==> config.mk <==
export PLATFORM = sky130hd
export DESIGN_NAME = circle_masked_rect_span_unit
export DESIGN_NICKNAME = d
export VERILOG_FILES = /design/src/sv/cmrs_pkg.sv /design/src/sv/circle_masked_rect_span_unit.sv /design/src/sv/cmrs_isqrt.sv
export SDC_FILE = /design/constraint.sdc
export NUM_CORES = 1
export LEC_CHECK = 0
export BUFFER_PORTS_ARGS = -buffer_cell sky130_fd_sc_hd__buf_2
export CORE_ASPECT_RATIO = 1.1
export CORE_MARGIN = 4
export CORE_UTILIZATION = 36
export CTS_CLUSTER_DIAMETER = 60
export DETAILED_ROUTE_END_ITERATION = 16
export PLACE_DENSITY = 0.49
export REMOVE_ABC_BUFFERS = 1
export SLEW_MARGIN = 10
export SYNTH_ARGS = -nofsm -noshare
export SYNTH_HDL_FRONTEND = slang
export SYNTH_SLANG_ARGS = --single-unit
==> constraint.sdc <==
create_clock -name clk_i -period 7.8 [get_ports clk_i]
set_input_delay 0.78 -clock clk_i [delete_from_list [all_inputs] [get_ports clk_i]]
set_output_delay 0.78 -clock clk_i [all_outputs]
set_load 0.02 [all_outputs]
==> src/sv/cmrs_pkg.sv <==
`timescale 1ns / 1ps
package cmrs_pkg;

  localparam int ADDR_BITS = 5;
  localparam int DATA_BITS = 32;

  localparam logic [2:0] REG_RECT_LEFT   = 3'd0;
  localparam logic [2:0] REG_RECT_TOP    = 3'd1;
  localparam logic [2:0] REG_RECT_RIGHT  = 3'd2;
  localparam logic [2:0] REG_RECT_BOTTOM = 3'd3;
  localparam logic [2:0] REG_FILL_COLOUR = 3'd4;
  localparam logic [2:0] REG_CENTRE_X    = 3'd5;
  localparam logic [2:0] REG_CENTRE_Y    = 3'd6;
  localparam logic [2:0] REG_MASK_RADIUS = 3'd7;

  // control bits traveling with each request
  typedef struct packed {
    logic vld;
    logic inr;
  } tag_t;

endpackage

==> src/sv/circle_masked_rect_span_unit.sv <==
`timescale 1ns / 1ps
// Channel  | Direction | Ports
// request  | in        | start, busy, scanline_i
// result   | out       | span_strobe_o, span_valid_o, span_start_o, span_end_o, span_colour_o
// config   | in/out    | psel, penable, pwrite, paddr, pwdata, prdata, pready
//
// A request is taken every cycle; busy stays low.
// The result strobes once its request has passed stages 1 to 3, the one-bit-per-stage
// root pipeline of COORD_BITS-1 stages, stage 4 and the output register.
// Reset clears the valid bits of all stages and the configuration registers.
// No stalls: results leave on the strobe cycle.
module circle_masked_rect_span_unit #(
  parameter int COORD_BITS = 12
) (
  input  logic                               clk_i,
  input  logic                               rst_ni,
  input  logic                               start,
  output logic                               busy,
  input  logic [COORD_BITS-1:0]              scanline_i,
  output logic                               span_strobe_o,
  output logic                               span_valid_o,
  output logic [COORD_BITS-1:0]              span_start_o,
  output logic [COORD_BITS-1:0]              span_end_o,
  output logic [31:0]                        span_colour_o,
  input  logic                               psel,
  input  logic                               penable,
  input  logic                               pwrite,
  input  logic [cmrs_pkg::ADDR_BITS-1:0]     paddr,
  input  logic [cmrs_pkg::DATA_BITS-1:0]     pwdata,
  output logic [cmrs_pkg::DATA_BITS-1:0]     prdata,
  output logic                               pready
);
  import cmrs_pkg::*;

  localparam int C   = COORD_BITS;
  localparam int W   = COORD_BITS - 1;
  localparam int SW  = COORD_BITS + 2;
  localparam int LAT = W + 5;
  localparam logic signed [SW-1:0] ONE_S = SW'(1);

  // configuration
  logic [C-1:0]  left_q, top_q, right_q, bottom_q, cx_q, cy_q;
  logic [W-1:0]  rad_q;
  logic [31:0]   colour_q;
  logic          wr_en;
  logic [2:0]    reg_idx;

  assign pready  = 1'b1;
  assign wr_en   = psel & penable & pwrite & pready;
  assign reg_idx = paddr[ADDR_BITS-1:2];

  always_ff @(posedge clk_i or negedge rst_ni) begin
    if (!rst_ni) begin
      left_q   <= '0;
      top_q    <= '0;
      right_q  <= '0;
      bottom_q <= '0;
      colour_q <= '0;
      cx_q     <= '0;
      cy_q     <= '0;
      rad_q    <= '0;
    end else if (wr_en) begin
      unique case (reg_idx)
        REG_RECT_LEFT:   left_q   <= pwdata[C-1:0];
        REG_RECT_TOP:    top_q    <= pwdata[C-1:0];
        REG_RECT_RIGHT:  right_q  <= pwdata[C-1:0];
        REG_RECT_BOTTOM: bottom_q <= pwdata[C-1:0];
        REG_FILL_COLOUR: colour_q <= pwdata[31:0];
        REG_CENTRE_X:    cx_q     <= pwdata[C-1:0];
        REG_CENTRE_Y:    cy_q     <= pwdata[C-1:0];
        REG_MASK_RADIUS: rad_q    <= pwdata[W-1:0];
        default: ;
      endcase
    end
  end

  always_comb begin
    prdata = '0;
    unique case (reg_idx)
      REG_RECT_LEFT:   prdata = DATA_BITS'(left_q);
      REG_RECT_TOP:    prdata = DATA_BITS'(top_q);
      REG_RECT_RIGHT:  prdata = DATA_BITS'(right_q);
      REG_RECT_BOTTOM: prdata = DATA_BITS'(bottom_q);
      REG_FILL_COLOUR: prdata = DATA_BITS'(colour_q);
      REG_CENTRE_X:    prdata = DATA_BITS'(cx_q);
      REG_CENTRE_Y:    prdata = DATA_BITS'(cy_q);
      REG_MASK_RADIUS: prdata = DATA_BITS'(rad_q);
      default:         prdata = '0;
    endcase
  end

  assign busy = 1'b0;

  // stage 1: row range check and |dy|
  logic signed [SW-1:0] y_s, cy_s, r_s, top_s, bot_s, cmr, cpr, ylo, yhi, dy, dya;
  tag_t                 s1_tag_d, s1_tag_q;
  logic [W-1:0]         s1_dy_q;

  always_comb begin
    y_s   = signed'({2'b00, scanline_i});
    cy_s  = signed'({2'b00, cy_q});
    r_s   = signed'({3'b000, rad_q});
    top_s = signed'({2'b00, top_q});
    bot_s = signed'({2'b00, bottom_q});
    cmr   = cy_s - r_s;
    cpr   = cy_s + r_s;
    ylo   = (cmr >= top_s) ? (cmr + ONE_S) : top_s;
    yhi   = (cpr <= bot_s) ? cpr : bot_s;
    dy    = y_s - cy_s;
    dya   = (dy < 0) ? -dy : dy;
    s1_tag_d.vld = start & ~busy;
    s1_tag_d.inr = (y_s >= ylo) && (y_s < yhi);
  end

  // stage 2: squares
  tag_t           s2_tag_q;
  logic [2*W-1:0] s2_rsq_q, s2_dsq_q;

  // stage 3: radicand
  tag_t           s3_tag_q;
  logic [2*W-1:0] s3_n_q;

  always_ff @(posedge clk_i or negedge rst_ni) begin
    if (!rst_ni) begin
      s1_tag_q <= '0;
      s2_tag_q <= '0;
      s3_tag_q <= '0;
    end else begin
      s1_tag_q <= s1_tag_d;
      s2_tag_q <= s1_tag_q;
      s3_tag_q <= s2_tag_q;
    end
  end

  always_ff @(posedge clk_i) begin
    s1_dy_q  <= dya[W-1:0];
    s2_rsq_q <= {{W{1'b0}}, rad_q} * {{W{1'b0}}, rad_q};
    s2_dsq_q <= {{W{1'b0}}, s1_dy_q} * {{W{1'b0}}, s1_dy_q};
    s3_n_q   <= s2_rsq_q - s2_dsq_q;
  end

  // floor root
  tag_t         rt_tag;
  logic [W-1:0] rt_root;
  logic [W+1:0] rt_rem;

  cmrs_isqrt #(
    .ROOT_BITS (W)
  ) u_isqrt (
    .clk_i  (clk_i),
    .rst_ni (rst_ni),
    .tag_i  (s3_tag_q),
    .n_i    (s3_n_q),
    .tag_o  (rt_tag),
    .root_o (rt_root),
    .rem_o  (rt_rem)
  );

  // stage 4: round half up, n > s*s+s  <=>  rem > s
  tag_t       s4_tag_q;
  logic [W:0] s4_h_q;

  always_ff @(posedge clk_i or negedge rst_ni) begin
    if (!rst_ni) begin
      s4_tag_q <= '0;
    end else begin
      s4_tag_q <= rt_tag;
    end
  end

  always_ff @(posedge clk_i) begin
    s4_h_q <= {1'b0, rt_root} + {{W{1'b0}}, (rt_rem > {2'b00, rt_root})};
  end

  // stage 5: span clip
  logic signed [SW-1:0] cx_s, h_s, left_s, right_s, lo, hi, strt, fin;
  logic                 span_ok;

  always_comb begin
    cx_s    = signed'({2'b00, cx_q});
    h_s     = signed'({{(SW-W-1){1'b0}}, s4_h_q});
    left_s  = signed'({2'b00, left_q});
    right_s = signed'({2'b00, right_q});
    lo      = cx_s - h_s;
    hi      = cx_s + h_s;
    strt    = (lo >= left_s) ? (lo + ONE_S) : left_s;
    fin     = (hi <= right_s) ? hi : right_s;
    span_ok = s4_tag_q.inr && (strt < fin);
  end

  logic         out_vld_q, out_ok_q;
  logic [C-1:0] out_start_q, out_end_q;

  always_ff @(posedge clk_i or negedge rst_ni) begin
    if (!rst_ni) begin
      out_vld_q <= 1'b0;
      out_ok_q  <= 1'b0;
    end else begin
      out_vld_q <= s4_tag_q.vld;
      out_ok_q  <= span_ok;
    end
  end

  always_ff @(posedge clk_i) begin
    out_start_q <= span_ok ? strt[C-1:0] : '0;
    out_end_q   <= span_ok ? fin[C-1:0] : '0;
  end

  assign span_strobe_o = out_vld_q;
  assign span_valid_o  = out_vld_q & out_ok_q;
  assign span_start_o  = out_start_q;
  assign span_end_o    = out_end_q;
  assign span_colour_o = colour_q;

  a_latency: assert property (@(posedge clk_i) disable iff (!rst_ni)
    (start && !busy) |-> ##LAT span_strobe_o)
    else $error("result strobe missing after request");

  a_span_order: assert property (@(posedge clk_i) disable iff (!rst_ni)
    span_valid_o |-> (span_start_o < span_end_o))
    else $error("valid span not increasing");

  a_span_clip: assert property (@(posedge clk_i) disable iff (!rst_ni)
    span_valid_o |-> (span_end_o <= right_q) && (span_start_o > left_q || span_start_o == left_q))
    else $error("span outside rectangle");

endmodule

==> src/sv/cmrs_isqrt.sv <==
`timescale 1ns / 1ps
module cmrs_isqrt #(
  parameter int ROOT_BITS = 11
) (
  input  logic                       clk_i,
  input  logic                       rst_ni,
  input  cmrs_pkg::tag_t             tag_i,
  input  logic [2*ROOT_BITS-1:0]     n_i,
  output cmrs_pkg::tag_t             tag_o,
  output logic [ROOT_BITS-1:0]       root_o,
  output logic [ROOT_BITS+1:0]       rem_o
);
  import cmrs_pkg::*;

  localparam int W  = ROOT_BITS;
  localparam int NW = 2 * ROOT_BITS;
  localparam int RW = ROOT_BITS + 2;

  tag_t            tag_q  [W];
  logic [NW-1:0]   n_q    [W];
  logic [RW-1:0]   rem_q  [W];
  logic [W-1:0]    q_q    [W];

  // one root bit per stage
  for (genvar k = 0; k < W; k++) begin : g_stage
    tag_t          tag_in;
    logic [NW-1:0] n_in;
    logic [RW-1:0] rem_in;
    logic [W-1:0]  q_in;
    logic [RW-1:0] rem_cat;
    logic [RW-1:0] trial;
    logic          ge;

    if (k == 0) begin : g_first
      assign tag_in = tag_i;
      assign n_in   = n_i;
      assign rem_in = '0;
      assign q_in   = '0;
    end else begin : g_next
      assign tag_in = tag_q[k-1];
      assign n_in   = n_q[k-1];
      assign rem_in = rem_q[k-1];
      assign q_in   = q_q[k-1];
    end

    assign rem_cat = {rem_in[W-1:0], n_in[NW-1:NW-2]};
    assign trial   = {q_in, 2'b01};
    assign ge      = (rem_cat >= trial);

    always_ff @(posedge clk_i or negedge rst_ni) begin
      if (!rst_ni) begin
        tag_q[k] <= '0;
      end else begin
        tag_q[k] <= tag_in;
      end
    end

    always_ff @(posedge clk_i) begin
      n_q[k]   <= {n_in[NW-3:0], 2'b00};
      rem_q[k] <= ge ? (rem_cat - trial) : rem_cat;
      q_q[k]   <= {q_in[W-2:0], ge};
    end
  end

  assign tag_o  = tag_q[W-1];
  assign root_o = q_q[W-1];
  assign rem_o  = rem_q[W-1];

  a_rem_bound: assert property (@(posedge clk_i) disable iff (!rst_ni)
    tag_o.vld |-> (rem_o <= {1'b0, root_o, 1'b0}))
    else $error("root remainder above twice the root");

endmodule

-- Word-level counts from Yosys, hierarchy flattened
Memories as Yosys holds them, arrays and structs flattened.
Index checks and enable logic that the tools add are counted.
- register bits: 260
- RAM bits: 484
- input bits: 55
- output and inout bits: 92
- logic and storage cells: 131
- memories kept: 3
- add/sub/neg operators: 21
- multipliers: 2
- magnitude comparators: 20
- equality and inequality tests: 7
- muxes and demuxes: 17
- bitwise logic cells: 3
- reduce and logical (&&, ||, !) cells: 11
- memory list (name ; words ; width ; rd ports ; clocked after memory_dff ; write ports ; line ; RTL):
    u_isqrt.n_q ; 11 ; 20 ; 10 ; 0 ; 11 ; cmrs_isqrt.sv:20 ; logic [NW-1:0] n_q [W];
    u_isqrt.rem_q ; 11 ; 13 ; 11 ; 0 ; 11 ; cmrs_isqrt.sv:21 ; logic [RW-1:0] rem_q [W];
    u_isqrt.q_q ; 11 ; 11 ; 11 ; 0 ; 11 ; cmrs_isqrt.sv:22 ; logic [W-1:0] q_q [W];
- operators with widths (operator ; number):
    32-bit one-hot mux with 8 select lines ; 1
    13-bit two-way mux ; 13
    13-bit >= comparator ; 12
    13-bit subtractor ; 10
    11-bit by 11-bit multiplier with 22-bit output ; 2
    13-bit by 2-bit adder with 14-bit output, second input constant ; 2
    14-bit two-way mux ; 2
    13-bit by 12-bit less-or-equal comparator with 1-bit output ; 2
    12-bit by 12-bit subtractor with 13-bit output ; 2
    22-bit subtractor ; 1
    2-bit AND reduction ; 8
    13-bit by 14-bit >= comparator with 1-bit output ; 1
    14-bit < comparator ; 1
    12-bit by 11-bit adder with 13-bit output ; 1
    12-bit by 12-bit adder with 13-bit output ; 1
    13-bit by 11-bit > comparator with 1-bit output ; 1
    12-bit by 13-bit < comparator with 1-bit output ; 1
    13-bit by 1-bit < comparator with 1-bit output, second input constant ; 1
    12-bit by 11-bit subtractor with 13-bit output ; 1
    11-bit by 1-bit adder with 12-bit output ; 1
    3-bit equality test, second input constant ; 4
    11-bit two-way mux ; 1
    11-bit negator ; 1
    3-bit by 2-bit equality test with 1-bit output, second input constant ; 2
    other kinds (6) ; 9

-- Depth between registers and ports, before layout
- depth after elaboration: 5
- depth in mapped cells: 30
- depth with buffers taken out: 28

-- Hierarchy
Synthesis repeated with hierarchy kept, for this count alone.
- cell total of the unflattened synthesis: 3380
- area, all modules: 32373.5 um2
- by module, submodules not included (module ; instances ; cells an instance ; area an instance (um2)):
    circle_masked_rect_span_unit ; 1 ; 2347 ; 21226.6
    cmrs_isqrt ; 1 ; 1033 ; 11146.9

-- Least setup slack after synthesis
OpenSTA, ideal clock, no wires.
- path type: register -> register
- start point: register cx_q[0]
- end point: register out_end_q[10] (netlist: span_end_o[10])
- arrival time: 5.618 ns
- path slack: 2.120 ns
- cell stages (with the launch flop): 28
- buffers on the path: 2
- period minus slack after synthesis: 5.680 ns
- cells stage by stage: dfrtp_1 ha_1 inv_1 fa_1 o21bai_2 a2111oi_4 a2bb2oi_1 a221o_1 xnor2_1 ha_1 and3_1 nand3_1 a31oi_1 a2111o_1 a221oi_2 buf_2 nor2_1 a21oi_1 ha_1 a21o_1 a21o_1 a21o_1 a21o_1 a21o_1 a221oi_1 nand3_2 buf_4 nor2_2
- cells in the longest elaborated chain, start to end: 5
- elaborated cells between the ends (all ways): 9
- those cells by class: 3 x add/sub; 3 x order compare; 2 x mux; 1 x reduce/logical
- RTL lines (element ; line ; RTL):
    start, declared ; circle_masked_rect_span_unit.sv:42 ; logic [C-1:0] left_q, top_q, right_q, bottom_q, cx_q, cy_q;
    start signal, assigned ; circle_masked_rect_span_unit.sv:69 ; REG_CENTRE_X: cx_q <= pwdata[C-1:0];
    12-bit by 12-bit subtractor with 13-bit output / 12-bit by 12-bit adder with 13-bit output (equally long branches) ; circle_masked_rect_span_unit.sv:184, circle_masked_rect_span_unit.sv:185 ;
    13-bit by 2-bit adder with 14-bit output (tied with other cells) ; circle_masked_rect_span_unit.sv:186 ; strt = (lo >= left_s) ? (lo + ONE_S) : left_s;
    14-bit two-way mux / 13-bit two-way mux (equally long branches) ; circle_masked_rect_span_unit.sv:186, circle_masked_rect_span_unit.sv:187 ;
    14-bit < comparator ; circle_masked_rect_span_unit.sv:188 ; span_ok = s4_tag_q.inr && (strt < fin);
    1-bit logical AND ; circle_masked_rect_span_unit.sv:188 ;
    end signal, assigned ; circle_masked_rect_span_unit.sv:206 ; out_end_q <= span_ok ? fin[C-1:0] : '0;
    end, declared ; circle_masked_rect_span_unit.sv:192 ; logic [C-1:0] out_start_q, out_end_q;
Several ways; a longest one is shown, not always the timed one.
A chain may end at the register's enable or synchronous reset.

-- Worst setup path in the final report
- start point: register cx_q[4]
- end point: register out_start_q[1] (netlist: span_start_o[1])
- cells in the longest elaborated chain, start to end: 5
- elaborated cells between the ends (all ways): 9
- those cells by class: 3 x add/sub; 3 x order compare; 2 x mux; 1 x reduce/logical
- RTL lines (element ; line ; RTL):
    12-bit by 12-bit subtractor with 13-bit output / 12-bit by 12-bit adder with 13-bit output (equally long branches) ; circle_masked_rect_span_unit.sv:184, circle_masked_rect_span_unit.sv:185 ;
    13-bit by 2-bit adder with 14-bit output (tied with other cells) ; circle_masked_rect_span_unit.sv:186 ;
    14-bit two-way mux / 13-bit two-way mux (equally long branches) ; circle_masked_rect_span_unit.sv:186, circle_masked_rect_span_unit.sv:187 ;
    14-bit < comparator * ; circle_masked_rect_span_unit.sv:188 ;
    1-bit logical AND * ; circle_masked_rect_span_unit.sv:188 ;
    net span_ok ; circle_masked_rect_span_unit.sv:177 ; logic span_ok;
    end signal, assigned ; circle_masked_rect_span_unit.sv:205 ; out_start_q <= span_ok ? strt[C-1:0] : '0;
    end, declared ; circle_masked_rect_span_unit.sv:192 ;
Mark *: on every way through the listed nets, which the timed path passes. The rest lies on a longest branch.

==> run_results.csv <==
group,metric,value,unit
placed_design,port_buffers,142,
sta,totalNegativeSetupSlack,0,ns
synthesis,ys_ff_latch,548,
routing,firstDrtPassIters,5,
sta,slew_headroom,25.7,%
synthesis,synth_area_leaders,"dfxtp_1, ha_1, dfrtp_1, fa_1, inv_1",
floorplanning,die_y,320,microns
global_routing,grt_max_degree,76,
worst_setup_path,r2r_end,"span_start_o[1]",
synthesis,synth-compound-area-share,12.9,%
synthesis,synth_mux_area_share,4.18,%
synthesis,ys.warnings.count,0,
floorplanning,io_pins,147,
sta,fmax,0.147,GHz
sta,skew,0.0305,ns
clock_network,cts.sinks,548,
sta,rsz0062_at_grt,"no",
routing,drt_wl_total,76300,microns
synthesis,syn_avg_cell_area,9.62,sq um
global_routing,grt.overflow.total,0,
synthesis,synth_top_family_by_area,"adder cells",
clock_network,cts_tree,"yes",
floorplanning,placementRows,114,
clock_network,cts_buffer_depth,3,
worst_setup_path,setup.worst_path.end_class,"flop",
worst_setup_path,critPathLaunch,"cx_q[4]",
synthesis,synth_cell_types,91,
cells_and_area,fill_cells,8824,
synthesis,synthArstFlopShare,26.8,%
clock_network,htreeDepth,3,
placed_design,dpl_cell_area,33900,sq um
floorplanning,die_w,292,microns
global_routing,grtUsageTotal,16.3,%
worst_setup_path,timing.rr.start,"cx_q[4]",
routing,drt-initial-drc-count,1072,
worst_setup_path,critical_path.endpoint,"span_start_o[1]",
global_routing,grt_pass1_vias,22800,
clock_network,cts_hold_buf,0,
synthesis,synthAdderAreaFrac,22.2,%
routing,ant_nets,0,
sta,setup_violations,0,
placed_design,gp_congestion,0.835,
sta,finalMaxSlewViolations,0,
floorplanning,die-area,93500,sq um
run_status,status,"finished, final reports clean",
synthesis,synth.most_common_cell,"inv_1",
global_routing,antenna_found_initial,0,
global_routing,grt_pass1_wl,123000,microns
worst_setup_path,worstRegToRegCells,25,
routing,vias,22800,
hold_path,hold_path.class,"in2async",
routing,post_drt_via_cell_ratio,4.89,
cells_and_area,layout-drive-gt1-share,11.7,%
worst_setup_path,start_kind,"flop",
worst_setup_path,critPathMaxFanout,24,
worst_setup_path,arrival,7.31,ns
cells_and_area,syn2layout_area_growth,13.3,%
cells_and_area,fin_nets,4004,
sta,period_needed,6.78,ns
floorplanning,start_util,36.3,%
synthesis,synth_ff_type,"dfxtp_1",
synthesis,syn_area,31900,sq um
synthesis,synth-xor-area-share,5.26,%
synthesis,synth_seq_area_share,36.7,%
synthesis,synth_edf_count,0,
sta,post-route-period-util,87.0,%
clock_network,cts_resized,0,
worst_setup_path,regToRegSetupSlack,1.02,ns
clock_network,clkLatencyLatePin,0.59,ns
synthesis,ys_top_cells_by_count,"inv_1, dfxtp_1, ha_1",
worst_setup_path,crit_type,"reg2reg",
synthesis,synth_cells,3319,
synthesis,yosys.area_share.simple,12.6,%
clock_network,cts_buffers,66,
sta,report.final.hold_viol_count,0,
clock_network,root_buffer,"clkbuf_16",
clock_network,cts_setup_buffers,0,
placed_design,hpwl,59800,microns
synthesis,synth_top_area_share,25.1,%
floorplanning,coreArea,88000,sq um
worst_setup_path,worstPathRequired,8.33,ns
routing,wl_per_cell,16.3,microns
job,cap_violations,0,
synthesis,yosysTopAreaCell,"dfxtp_1",
sta,tightest_slew,1.11,ns
routing,drc_errors,0,
cells_and_area,postLayoutCellArea,36200,sq um
clock_network,cts.clk_slew.worst_paths,0.06,ns
[how the worst min path moves through the flow]
stage | slack [ns] | cells past startpoint | to
after floorplan | 0.31 | 0 | u_isqrt.n_q[0][0]
after global placement | 0.31 | 0 | u_isqrt.n_q[7][16]
after detailed placement | 0.31 | 0 | u_isqrt.n_q[0][12]
after CTS | 0.22 | 1 | top_q[7]
after global routing | 0.27 | 1 | top_q[7]
final | 0.21 | 1 | top_q[7]
[stage by stage]
stage | utilization (%) | setup WS, ns | hold WS, ns | instances
final | 41.1 | 1.02 | 0.208 | 4671
after global routing | 41.1 | 0.506 | 0.266 | 4670
after CTS | 41.1 | 1.01 | 0.217 | 4670
after detailed placement | 38.5 | 1.06 | 0.312 | 4554
after global placement | 38.5 | 1.03 | 0.310 | 4554
after floorplan | - | 1.48 | 0.310 | 3238
[area by class of cell]
class                   instances  area (sq um)  area share, %
clock buffers                  83          1860           5.14
inverters                     436          1640           4.53
multi-input cells            2254         18300           50.5
well taps                    1160          1450           4.01
clock inverters                33           409           1.13
diodes                          1          2.50        0.00692
flip-flops and latches        548         11700           32.4
repair buffers                156           822           2.27
[kinds of logic after synthesis]
logic type               count (synthesis)
other                                    2
AND/OR/NAND/NOR                        817
multiplexers                           118
XOR/XNOR                               191
AO/OA/AOI/OAI                          635
adder cells (fa/ha/maj)                487
flip-flops                             548
buffers and inverters                  521
[routing by layer]
metal	track usage, %	up-vias	part of all wire [%]
met1	22.5	10800	48
met4	4.09	0	2.0
met2	27.3	359	46
met5	0	-	0
met3	1.98	98	4.1
li1	-	11500	-
[placed cells by master, fill, tap and decap left out, types with 11 or more instances in the layout]
cell,instances
a211oi_1,20
a21o_1,56
a21oi_1,159
a221oi_1,16
a31oi_1,26
and2_1,63
and3_1,35
buf_2,141
buf_4,14
clkbuf_16,70
dfrtp_1,147
dfxtp_1,401
fa_1,132
ha_1,355
inv_1,427
mux2_2,92
mux2i_1,23
nand2_1,216
nand2b_1,24
nand3_1,46
nand4_1,30
nor2_1,198
nor2_2,11
nor2b_1,48
nor3_1,63
nor4_1,27
o21a_1,45
o21ai_0,160
o21bai_1,11
o31ai_1,19
or3_1,15
xnor2_1,125
xor2_1,65
[state kept, by name (all words and copies together) (netlist names), 11 cells and up]
register                cells
bottom_q                   12
cx_q                       12
cy_q                       12
left_q                     12
rad_q                      11
right_q                    12
s1_dy_q                    11
s2_dsq_q                   21
s2_rsq_q                   21
s3_n_q                     22
s4_h_q                     12
span_colour_o              32
span_end_o                 12
span_start_o               12
top_q                      12
u_isqrt.g_stage.tag_in     20
u_isqrt.n_q               110
u_isqrt.q_q                66
u_isqrt.rem_q             114
[worst max-delay path, cell delays in order (launching register included)]
cell,delay [ns]
dfrtp_1,0.45
ha_1,0.55
nor3_1,0.14
a2111oi_4,0.42
a2bb2oi_1,0.17
a221o_1,0.39
xnor2_1,0.24
ha_1,0.28
and3_1,0.16
nand3_1,0.11
a31oi_1,0.06
a2111o_1,0.47
a221oi_2,0.29
buf_4,0.29
nor2_1,0.06
a21oi_1,0.28
ha_1,0.31
a21o_1,0.18
a21o_1,0.16
a21o_1,0.17
a21o_1,0.17
a21o_1,0.17
a221oi_1,0.33
nand3_2,0.44
inv_2,0.29
and2_1,0.16
Power is left out: the tool's default activity adds up to more than one toggle a clock period on the data nets, which glitch-free logic cannot reach.
